### src/rtl/rfl_pkg.sv
// rfl_pkg: shared types, widths and saturation helper for the resonant lowpass
// used by rfl_mul and resonant_four_pole_lowpass; no dependencies
package rfl_pkg;

	localparam int STATE_BITS       = 40;
	localparam int DIFF_BITS        = STATE_BITS + 1;
	localparam int SUM_BITS         = STATE_BITS + 2;
	localparam int DIGIT_BITS       = 4;
	localparam int DEF_SAMPLE_BITS  = 24;
	localparam int DEF_COEF_BITS    = 16;

	typedef logic signed [STATE_BITS-1:0] state_t;
	typedef logic signed [DIFF_BITS-1:0]  diff_t;
	typedef logic signed [SUM_BITS-1:0]   sum_t;

	localparam state_t STATE_MAX = {1'b0, {(STATE_BITS-1){1'b1}}};
	localparam state_t STATE_MIN = {1'b1, {(STATE_BITS-1){1'b0}}};

	// clip a sum back into the state range
	function automatic state_t sat_sum(input sum_t v);
		logic [SUM_BITS-STATE_BITS:0] hi;
		hi = v[SUM_BITS-1:STATE_BITS-1];
		if (hi == '0 || hi == '1)
			return v[STATE_BITS-1:0];
		else
			return v[SUM_BITS-1] ? STATE_MIN : STATE_MAX;
	endfunction

endpackage

### src/rtl/rfl_div.sv
// rfl_div: restoring radix-2 divider, one quotient bit per cycle
// standalone; used by resonant_four_pole_lowpass for the feedback gain
module rfl_div #(
	parameter int NUM_W = 33,
	parameter int DEN_W = 16
) (
	input  logic             clk,
	input  logic             arst_n,
	input  logic             start,
	input  logic [NUM_W-1:0] num,
	input  logic [DEN_W-1:0] den,
	output logic             done,
	output logic [NUM_W-1:0] quo
);

	localparam int CNT_W = $clog2(NUM_W + 1);

	logic             busy_q;
	logic             done_q;
	logic [CNT_W-1:0] cnt_q;
	logic [DEN_W-1:0] rem_q;
	logic [NUM_W-1:0] quo_q;
	logic [DEN_W-1:0] den_q;

	logic [DEN_W:0] rem_sh;
	logic [DEN_W:0] rem_sub;
	logic           ge;

	assign rem_sh  = {rem_q, quo_q[NUM_W-1]};
	assign ge      = rem_sh >= {1'b0, den_q};
	assign rem_sub = rem_sh - {1'b0, den_q};

	always_ff @(posedge clk or negedge arst_n) begin
		if (!arst_n) begin
			busy_q <= 1'b0;
			done_q <= 1'b0;
			cnt_q  <= '0;
			rem_q  <= '0;
			quo_q  <= '0;
			den_q  <= '0;
		end else begin
			done_q <= 1'b0;
			if (start) begin
				busy_q <= 1'b1;
				cnt_q  <= CNT_W'(NUM_W);
				rem_q  <= '0;
				quo_q  <= num;
				den_q  <= den;
			end else if (busy_q) begin
				rem_q <= ge ? rem_sub[DEN_W-1:0] : rem_sh[DEN_W-1:0];
				quo_q <= {quo_q[NUM_W-2:0], ge};
				cnt_q <= cnt_q - 1'b1;
				if (cnt_q == CNT_W'(1)) begin
					busy_q <= 1'b0;
					done_q <= 1'b1;
				end
			end
		end
	end

	assign done = done_q;
	assign quo  = quo_q;

endmodule

### src/rtl/rfl_mul.sv
// rfl_mul: shared signed-by-unsigned multiplier, four coefficient bits per cycle,
// then floor shift by the coefficient scale and clip to state range; uses rfl_pkg
module rfl_mul #(
	parameter int  COEF_BITS = rfl_pkg::DEF_COEF_BITS,
	parameter int  B_W       = 2 * rfl_pkg::DEF_COEF_BITS + 2,
	localparam int NDIG      = (B_W + rfl_pkg::DIGIT_BITS - 1) / rfl_pkg::DIGIT_BITS,
	localparam int IDX_W     = (NDIG > 1) ? $clog2(NDIG) : 1
) (
	input  logic                 clk,
	input  logic                 arst_n,
	input  logic                 start,
	input  rfl_pkg::diff_t       a,
	input  logic [B_W-1:0]       b,
	input  logic [IDX_W-1:0]     top_dig,
	output logic                 done,
	output rfl_pkg::state_t      res
);

	localparam int B_PAD = NDIG * rfl_pkg::DIGIT_BITS;
	localparam int P_W   = rfl_pkg::DIFF_BITS + B_PAD;
	localparam int SH_W  = P_W + 1 - COEF_BITS;
	localparam int HI_W  = SH_W - rfl_pkg::STATE_BITS + 1;
	localparam int PT_W  = rfl_pkg::DIFF_BITS + rfl_pkg::DIGIT_BITS;

	typedef enum logic [1:0] {
		M_IDLE,
		M_RUN,
		M_FIN
	} mul_state_t;

	mul_state_t                      st_q;
	logic                            neg_q;
	logic [rfl_pkg::DIFF_BITS-1:0]   mag_q;
	logic [B_PAD-1:0]                b_q;
	logic [IDX_W-1:0]                idx_q;
	logic [P_W-1:0]                  acc_q;
	rfl_pkg::state_t                 res_q;
	logic                            done_q;

	logic [rfl_pkg::DIFF_BITS-1:0]   a_mag;
	logic [rfl_pkg::DIGIT_BITS-1:0]  digit;
	logic [PT_W-1:0]                 part;
	logic [P_W-1:0]                  acc_nxt;
	logic signed [P_W:0]             sp;
	logic [SH_W-1:0]                 sh;
	logic [HI_W-1:0]                 hi;
	rfl_pkg::state_t                 sat;

	assign a_mag   = a[rfl_pkg::DIFF_BITS-1] ? -a : a;
	assign digit   = b_q[idx_q*rfl_pkg::DIGIT_BITS +: rfl_pkg::DIGIT_BITS];
	assign part    = mag_q * digit;
	assign acc_nxt = (acc_q << rfl_pkg::DIGIT_BITS) + P_W'(part);

	// signed product, floor shift, clip
	always_comb begin
		sp = neg_q ? -$signed({1'b0, acc_q}) : $signed({1'b0, acc_q});
		sh = sp[P_W:COEF_BITS];
		hi = sh[SH_W-1:rfl_pkg::STATE_BITS-1];
		if (hi == '0 || hi == '1)
			sat = sh[rfl_pkg::STATE_BITS-1:0];
		else
			sat = sh[SH_W-1] ? rfl_pkg::STATE_MIN : rfl_pkg::STATE_MAX;
	end

	always_ff @(posedge clk or negedge arst_n) begin
		if (!arst_n) begin
			st_q   <= M_IDLE;
			neg_q  <= 1'b0;
			mag_q  <= '0;
			b_q    <= '0;
			idx_q  <= '0;
			acc_q  <= '0;
			res_q  <= '0;
			done_q <= 1'b0;
		end else begin
			done_q <= 1'b0;
			case (st_q)
				M_IDLE: begin
					if (start) begin
						neg_q <= a[rfl_pkg::DIFF_BITS-1];
						mag_q <= a_mag;
						b_q   <= B_PAD'(b);
						idx_q <= top_dig;
						acc_q <= '0;
						st_q  <= M_RUN;
					end
				end
				M_RUN: begin
					acc_q <= acc_nxt;
					if (idx_q == '0)
						st_q <= M_FIN;
					else
						idx_q <= idx_q - 1'b1;
				end
				M_FIN: begin
					res_q  <= sat;
					done_q <= 1'b1;
					st_q   <= M_IDLE;
				end
				default: st_q <= M_IDLE;
			endcase
		end
	end

	assign done = done_q;
	assign res  = res_q;

endmodule

### src/rtl/resonant_four_pole_lowpass.sv
// resonant_four_pole_lowpass: top level, sequencer and filter state
// uses rfl_pkg, rfl_div and rfl_mul
//
// usage
//   s_tdata carries one audio sample and its cutoff coefficient per beat;
//   m_tdata returns the fourth stage output, one beat per input beat. The
//   user loads resonance via cfg_we/cfg_wdata only while idle; unchecked.
// timing
//   each beat runs one divide for the feedback gain, then five multiplies
//   on one shared unit, four coefficient bits a cycle: one by the gain,
//   four by the cutoff.
//   s_tready is high only between beats; one beat is worked at a time.
// reset
//   the four stage values and the resonance clear to zero, no beat pending.
// stall
//   a finished beat waits in the output register; the next input beat is
//   taken meanwhile and its result waits until m_tready frees the register.
module resonant_four_pole_lowpass #(
	parameter int  SAMPLE_BITS = rfl_pkg::DEF_SAMPLE_BITS,
	parameter int  COEF_BITS   = rfl_pkg::DEF_COEF_BITS,
	localparam int IN_W        = ((SAMPLE_BITS + COEF_BITS + 7) / 8) * 8,
	localparam int OUT_W       = ((SAMPLE_BITS + 7) / 8) * 8
) (
	input  logic               clk,
	input  logic               arst_n,
	input  logic               cfg_we,
	input  logic [COEF_BITS:0] cfg_wdata,
	input  logic               s_tvalid,
	output logic               s_tready,
	input  logic [IN_W-1:0]    s_tdata,   // sample_in, cutoff
	output logic               m_tvalid,
	input  logic               m_tready,
	output logic [OUT_W-1:0]   m_tdata    // sample_out
);

	localparam int NUM_W   = 2 * COEF_BITS + 1;
	localparam int FB_W    = 2 * COEF_BITS + 2;
	localparam int NDIG_FB = (FB_W + rfl_pkg::DIGIT_BITS - 1) / rfl_pkg::DIGIT_BITS;
	localparam int NDIG_F  = (COEF_BITS + rfl_pkg::DIGIT_BITS - 1) / rfl_pkg::DIGIT_BITS;
	localparam int IDX_W   = (NDIG_FB > 1) ? $clog2(NDIG_FB) : 1;
	localparam int Y_HI_W  = rfl_pkg::STATE_BITS - SAMPLE_BITS + 1;

	localparam longint unsigned COEF_ONE = 64'd1 << COEF_BITS;
	localparam logic [COEF_BITS-1:0] COEF_LO = COEF_BITS'(COEF_ONE / 100);
	localparam logic [COEF_BITS-1:0] COEF_HI = COEF_BITS'((COEF_ONE * 99) / 100);
	localparam logic [IDX_W-1:0] DIG_FB = IDX_W'(NDIG_FB - 1);
	localparam logic [IDX_W-1:0] DIG_F  = IDX_W'(NDIG_F - 1);
	localparam logic [1:0] LAST_STAGE = 2'd3;
	localparam logic signed [SAMPLE_BITS-1:0] SMP_MAX = {1'b0, {(SAMPLE_BITS-1){1'b1}}};
	localparam logic signed [SAMPLE_BITS-1:0] SMP_MIN = {1'b1, {(SAMPLE_BITS-1){1'b0}}};

	typedef enum logic [2:0] {
		ST_IDLE,
		ST_DIV,
		ST_FB,
		ST_STG,
		ST_OUT
	} seq_state_t;

	seq_state_t                     state_q;
	logic [1:0]                     stg_q;
	logic [COEF_BITS:0]             res_q;
	logic signed [SAMPLE_BITS-1:0]  x_q;
	logic [COEF_BITS-1:0]           f_q;
	rfl_pkg::state_t                s_q [4];
	logic                           m_tvalid_q;
	logic [SAMPLE_BITS-1:0]         m_tdata_q;

	logic [COEF_BITS-1:0]           cut_in;
	logic [COEF_BITS-1:0]           f_clamp;
	logic [COEF_BITS-1:0]           den;
	logic [NUM_W-1:0]               num;
	logic [NUM_W-1:0]               quo;
	logic [FB_W-1:0]                fb;
	logic                           div_start;
	logic                           div_done;
	logic                           mul_start;
	logic                           mul_done;
	rfl_pkg::diff_t                 mul_a;
	logic [FB_W-1:0]                mul_b;
	logic [IDX_W-1:0]               mul_top;
	rfl_pkg::state_t                mul_res;
	rfl_pkg::diff_t                 diff0;
	rfl_pkg::diff_t                 diff_nx;
	rfl_pkg::state_t                t_sat;
	rfl_pkg::state_t                nv;
	logic [Y_HI_W-1:0]              y_hi;
	logic [SAMPLE_BITS-1:0]         y;
	logic                           out_load;

	assign cut_in  = s_tdata[SAMPLE_BITS +: COEF_BITS];
	assign f_clamp = (cut_in < COEF_LO) ? COEF_LO : ((cut_in > COEF_HI) ? COEF_HI : cut_in);
	// one minus f, never zero after the clamp
	assign den     = -f_clamp;
	assign num     = {res_q, {COEF_BITS{1'b0}}};
	assign fb      = FB_W'(res_q) + FB_W'(quo);

	assign div_start = (state_q == ST_IDLE) && s_tvalid;

	assign diff0   = rfl_pkg::diff_t'(s_q[0]) - rfl_pkg::diff_t'(s_q[1]);
	assign t_sat   = rfl_pkg::sat_sum(rfl_pkg::sum_t'(x_q) - rfl_pkg::sum_t'(s_q[0])
		+ rfl_pkg::sum_t'(mul_res));
	assign nv      = rfl_pkg::sat_sum(rfl_pkg::sum_t'(s_q[0]) + rfl_pkg::sum_t'(mul_res));
	assign diff_nx = rfl_pkg::diff_t'(nv) - rfl_pkg::diff_t'(s_q[1]);

	assign y_hi = s_q[3][rfl_pkg::STATE_BITS-1:SAMPLE_BITS-1];
	assign y    = (y_hi == '0 || y_hi == '1) ? s_q[3][SAMPLE_BITS-1:0] :
		(s_q[3][rfl_pkg::STATE_BITS-1] ? SMP_MIN : SMP_MAX);

	assign out_load = (state_q == ST_OUT) && (!m_tvalid_q || m_tready);

	// operand select for the shared multiplier
	always_comb begin
		mul_start = 1'b0;
		mul_a     = diff0;
		mul_b     = fb;
		mul_top   = DIG_FB;
		case (state_q)
			ST_DIV: begin
				mul_start = div_done;
			end
			ST_FB: begin
				mul_start = mul_done;
				mul_a     = rfl_pkg::diff_t'(t_sat);
				mul_b     = FB_W'(f_q);
				mul_top   = DIG_F;
			end
			ST_STG: begin
				mul_start = mul_done && (stg_q != LAST_STAGE);
				mul_a     = diff_nx;
				mul_b     = FB_W'(f_q);
				mul_top   = DIG_F;
			end
			default: begin
				mul_start = 1'b0;
			end
		endcase
	end

	rfl_div #(
		.NUM_W (NUM_W),
		.DEN_W (COEF_BITS)
	) u_div (
		.clk    (clk),
		.arst_n (arst_n),
		.start  (div_start),
		.num    (num),
		.den    (den),
		.done   (div_done),
		.quo    (quo)
	);

	rfl_mul #(
		.COEF_BITS (COEF_BITS),
		.B_W       (FB_W)
	) u_mul (
		.clk     (clk),
		.arst_n  (arst_n),
		.start   (mul_start),
		.a       (mul_a),
		.b       (mul_b),
		.top_dig (mul_top),
		.done    (mul_done),
		.res     (mul_res)
	);

	always_ff @(posedge clk or negedge arst_n) begin
		if (!arst_n) begin
			state_q    <= ST_IDLE;
			stg_q      <= '0;
			res_q      <= '0;
			x_q        <= '0;
			f_q        <= '0;
			s_q[0]     <= '0;
			s_q[1]     <= '0;
			s_q[2]     <= '0;
			s_q[3]     <= '0;
			m_tvalid_q <= 1'b0;
			m_tdata_q  <= '0;
		end else begin
			if (cfg_we)
				res_q <= cfg_wdata;
			if (out_load)
				m_tvalid_q <= 1'b1;
			else if (m_tready)
				m_tvalid_q <= 1'b0;
			case (state_q)
				ST_IDLE: begin
					if (s_tvalid) begin
						x_q     <= s_tdata[SAMPLE_BITS-1:0];
						f_q     <= f_clamp;
						state_q <= ST_DIV;
					end
				end
				ST_DIV: begin
					if (div_done)
						state_q <= ST_FB;
				end
				ST_FB: begin
					if (mul_done) begin
						stg_q   <= '0;
						state_q <= ST_STG;
					end
				end
				ST_STG: begin
					if (mul_done) begin
						// rotate so the stage in work always sits at the head
						s_q[0] <= s_q[1];
						s_q[1] <= s_q[2];
						s_q[2] <= s_q[3];
						s_q[3] <= nv;
						if (stg_q == LAST_STAGE)
							state_q <= ST_OUT;
						else
							stg_q <= stg_q + 1'b1;
					end
				end
				ST_OUT: begin
					if (out_load) begin
						m_tdata_q  <= y;
						state_q    <= ST_IDLE;
					end
				end
				default: state_q <= ST_IDLE;
			endcase
		end
	end

	assign s_tready = (state_q == ST_IDLE);
	assign m_tvalid = m_tvalid_q;
	assign m_tdata  = OUT_W'(m_tdata_q);

`ifndef SYNTHESIS
	a_div_done_waited: assert property (@(posedge clk) disable iff (!arst_n)
		div_done |-> state_q == ST_DIV)
		else $error("divider finished outside its wait state");

	a_mul_done_waited: assert property (@(posedge clk) disable iff (!arst_n)
		mul_done |-> (state_q == ST_FB || state_q == ST_STG))
		else $error("multiplier finished outside a wait state");

	a_accept_starts: assert property (@(posedge clk) disable iff (!arst_n)
		s_tvalid && s_tready |=> state_q == ST_DIV && !s_tready)
		else $error("accepted beat did not start the divide");

	a_out_held: assert property (@(posedge clk) disable iff (!arst_n)
		state_q == ST_OUT && m_tvalid && !m_tready |=> state_q == ST_OUT)
		else $error("pending result overwritten");
`endif

endmodule

### config.mk
export PLATFORM = sky130hd
export DESIGN_NAME = resonant_four_pole_lowpass
export DESIGN_NICKNAME = d
export VERILOG_FILES = /design/src/rtl/rfl_pkg.sv /design/src/rtl/rfl_div.sv /design/src/rtl/rfl_mul.sv /design/src/rtl/resonant_four_pole_lowpass.sv
export SDC_FILE = /design/constraint.sdc
export NUM_CORES = 2
export LEC_CHECK = 0
export BUFFER_PORTS_ARGS = -buffer_cell sky130_fd_sc_hd__buf_2
export CAP_MARGIN = 20
export CORE_ASPECT_RATIO = 0.6
export CORE_UTILIZATION = 50
export CTS_CLUSTER_DIAMETER = 30
export DETAILED_ROUTE_END_ITERATION = 10
export GPL_ROUTABILITY_DRIVEN = 0
export PLACE_DENSITY = 0.77
export SLEW_MARGIN = 20
export SYNTH_ARGS = -nofsm -noshare
export SYNTH_HDL_FRONTEND = slang
export SYNTH_SLANG_ARGS = --single-unit
### constraint.sdc
create_clock -name clk -period 8.8 [get_ports clk]
set_input_delay 0.88 -clock clk [delete_from_list [all_inputs] [get_ports clk]]
set_output_delay 0.88 -clock clk [all_outputs]
set_load 0.1 [all_outputs]
==> impl_metrics.env <==
export IMPL_synth_area_per_cell_sq_um=8.32
export IMPL_required_ns=9.35
export IMPL_fp_dieArea_sq_mm=0.0811
export IMPL_synthArstFlopShare=1.00
export IMPL_die_h_um=221
export IMPL_clk_latency_ns=0.67
export IMPL_critPathMostFrequentCell="o21ai_0"
export IMPL_wl_per_cell_um=20.7
export IMPL_dr_first_iter_drc_count=5277
export IMPL_clkSlewWorstSetupHoldPaths_ns=0.06
export IMPL_initial_core_util=0.511
export IMPL_crit_fanout=6
export IMPL_end_kind="register"
export IMPL_synthTopCellsByArea="dfrtp_1 (32%), fa_1 (8.1%), nand2_1 (7.9%)"
export IMPL_period_share=0.984
export IMPL_outcome="completed"
export IMPL_clkSinkCount=519
export IMPL_hold_violations=0
export IMPL_ys_seq_area_frac=0.325
export IMPL_ant_nets=0
export IMPL_finClkSkew_ns=0.0397
export IMPL_grt_pass1_vias=33181
export IMPL_drc_errors=0
export IMPL_row_count=79
export IMPL_holdBufCountCts=0
export IMPL_clk_path_buf_depth=3
export IMPL_crit_type="register to register"
export IMPL_grt_pass1_wl_um=193000
export IMPL_cts_root_buf="clkbuf_16"
export IMPL_yosysWarnings=0
export IMPL_layout_drive_gt1_share=0.0868
export IMPL_synthesis_nets=5244
export IMPL_clock_fmax_ghz=0.115
export IMPL_slew_headroom=0.275
export IMPL_start_kind="register"
export IMPL_syn_to_final_growth_pct=11.3
export IMPL_yosysMostFrequentCell="nand2_1"
export IMPL_cpMaxStageDelayCell="fa_1"
export IMPL_cts_max_level=3
export IMPL_antenna_found_initial=6
export IMPL_die_x_um=367
export IMPL_synth_top_cell_by_area="dfrtp_1"
export IMPL_grt_overflow=0
export IMPL_ys_types=82
export IMPL_maxSlewViolCount=0
export IMPL_synth_edf_count=0
export IMPL_cap_viol_max_count=0
export IMPL_netlist_instances=4806
export IMPL_drt_first_pass_iters=8
export IMPL_cts_buffers=79
export IMPL_ios=88
export IMPL_num_vias=36414
export IMPL_wl_um=123000
export IMPL_cts_tree="built"
export IMPL_synth_area_sq_mm=0.0400
export IMPL_grt_max_degree=139
export IMPL_setup_tns_final_ns=0
export IMPL_port_buffers=87
export IMPL_tightest_slew_ns=1.08
export IMPL_max_stage_delay_ns=0.43
export IMPL_core_area_sq_mm=0.0783
export IMPL_synth_ff_type="dfrtp_1"
export IMPL_hp_class="input pin to asynchronous set/reset pin"
export IMPL_synthTopCellsByCount="nand2_1 (837), dfrtp_1 (519), o21ai_0 (508)"
export IMPL_setup_viol=0
export IMPL_finalCriticalPeriod_ns=8.66
export IMPL_dpl_hpwl_um=92900
export IMPL_synth_seq_cells=519
export IMPL_synth_top_area_frac=0.325
export IMPL_grt_usage=0.299
export IMPL_nets=5247
export IMPL_arrival_ns=9.21
export IMPL_vias_per_cell=6.14
per-stage QoR:
stage | setup slack, ns | utilization | instance area (sq um) | std cells | hold WS, ns
5_1_grt | -0.0551 | 0.568 | 44500 | 5930 | 0.323
3_5_place_dp | -0.0939 | 0.530 | 41500 | 5775 | 0.461
6_report | 0.140 | 0.568 | 44500 | 5932 | 0.262
4_1_cts | 0.00813 | 0.567 | 44300 | 5923 | 0.284
3_3_place_gp | 0.102 | 0.530 | 41500 | 5775 | 0.448
2_1_floorplan | 0.831 | - | 40000 | 4806 | 0.439
state kept, by name, summed over array words and instances (netlist names), 15 cells and up:
register and count:
u_mul.mag_q 41, u_div.quo 33, res_q 17, x_q 24, u_mul.acc_q 77, u_mul.b_q 34, u_div.rem_q 16, m_tdata 24
f_q 16, u_div.den_q 15, u_mul.res 40, s_q 160
layout by cell type (no fill, tap or decap), drive strengths merged, types with 61 or more instances in the layout:
cell    count
clkbuf     92
a21oi     263
inv       382
buf       174
xnor2     144
dfrtp     519
fa        162
o21ai     520
nor3       64
and2       61
xor2      156
nand2     837
nand3     105
nor2      307
ha        214
a21o       99
area by class of cell:
cell class	count	area, sq um
Multi-Input combinational cell	3669	24800
Clock buffer	92	2120
Antenna cell	3	7.51
Sequential cell	519	13000
Timing Repair Buffer	174	1120
Clock inverter	56	718
Tap cell	1053	1320
Fill cell	6789	33800
Inverter	366	1370
per-layer routing:
metal	up-vias	routed length, um	track usage
met2	2209	45400	0.370
met1	17397	55200	0.476
li1	16572	-	-
met5	-	38	0
met4	4	3060	0.0727
met3	232	18800	0.108
worst max-delay path: cells and delay by family, from the launching register on:
kind            cells  cell delay (ns)
fa+ha+maj           4             1.30
compound gates     20             4.42
simple gates        7             1.58
xor+xnor            1             0.36
buf+inv             3             0.46
flops               1             0.42
logic make-up after synthesis:
kind of cell    Yosys count  share of synthesized area
simple gates           1628                      0.181
compound gates         1268                      0.194
buf+inv                 619                     0.0588
flops                   519                      0.325
fa+ha+maj               383                      0.150
xor+xnor                300                     0.0657
mux                      89                     0.0255
final timing paths:
| kind | endpoint | startpoint | slack, ns | cells past startpoint |
|---|---|---|---|---|
| min | s_q[53] | arst_n | 0.26 | 1 |
| max in group asynchronous | u_mul.acc_q[30] | arst_n | 6.52 | 3 |
| min reg2reg | m_tdata[5] | m_tdata[5] | 0.47 | 2 |
| min in group clk | x_q[18] | s_tdata[18] | 0.42 | 3 |
| max | u_mul.mag_q[39] | s_q[120] | 0.14 | 35 |
| max reg2reg | u_mul.mag_q[39] | s_q[120] | 0.14 | 35 |
repair_timing:
| action | in CTS | in global routing |
|---|---|---|
| endpoints found under the setup margin | 11 | 40 |
| buffers inserted | 0 | 5 |
| resized for setup | 3 | 20 |
| hold endpoints to repair | 0 | 0 |
| pin swaps | 1 | 6 |
| cloned | 0 | 1 |
Power is not shown: default switching activity piles up to over one toggle a cycle in this logic, so the estimate is an artifact.
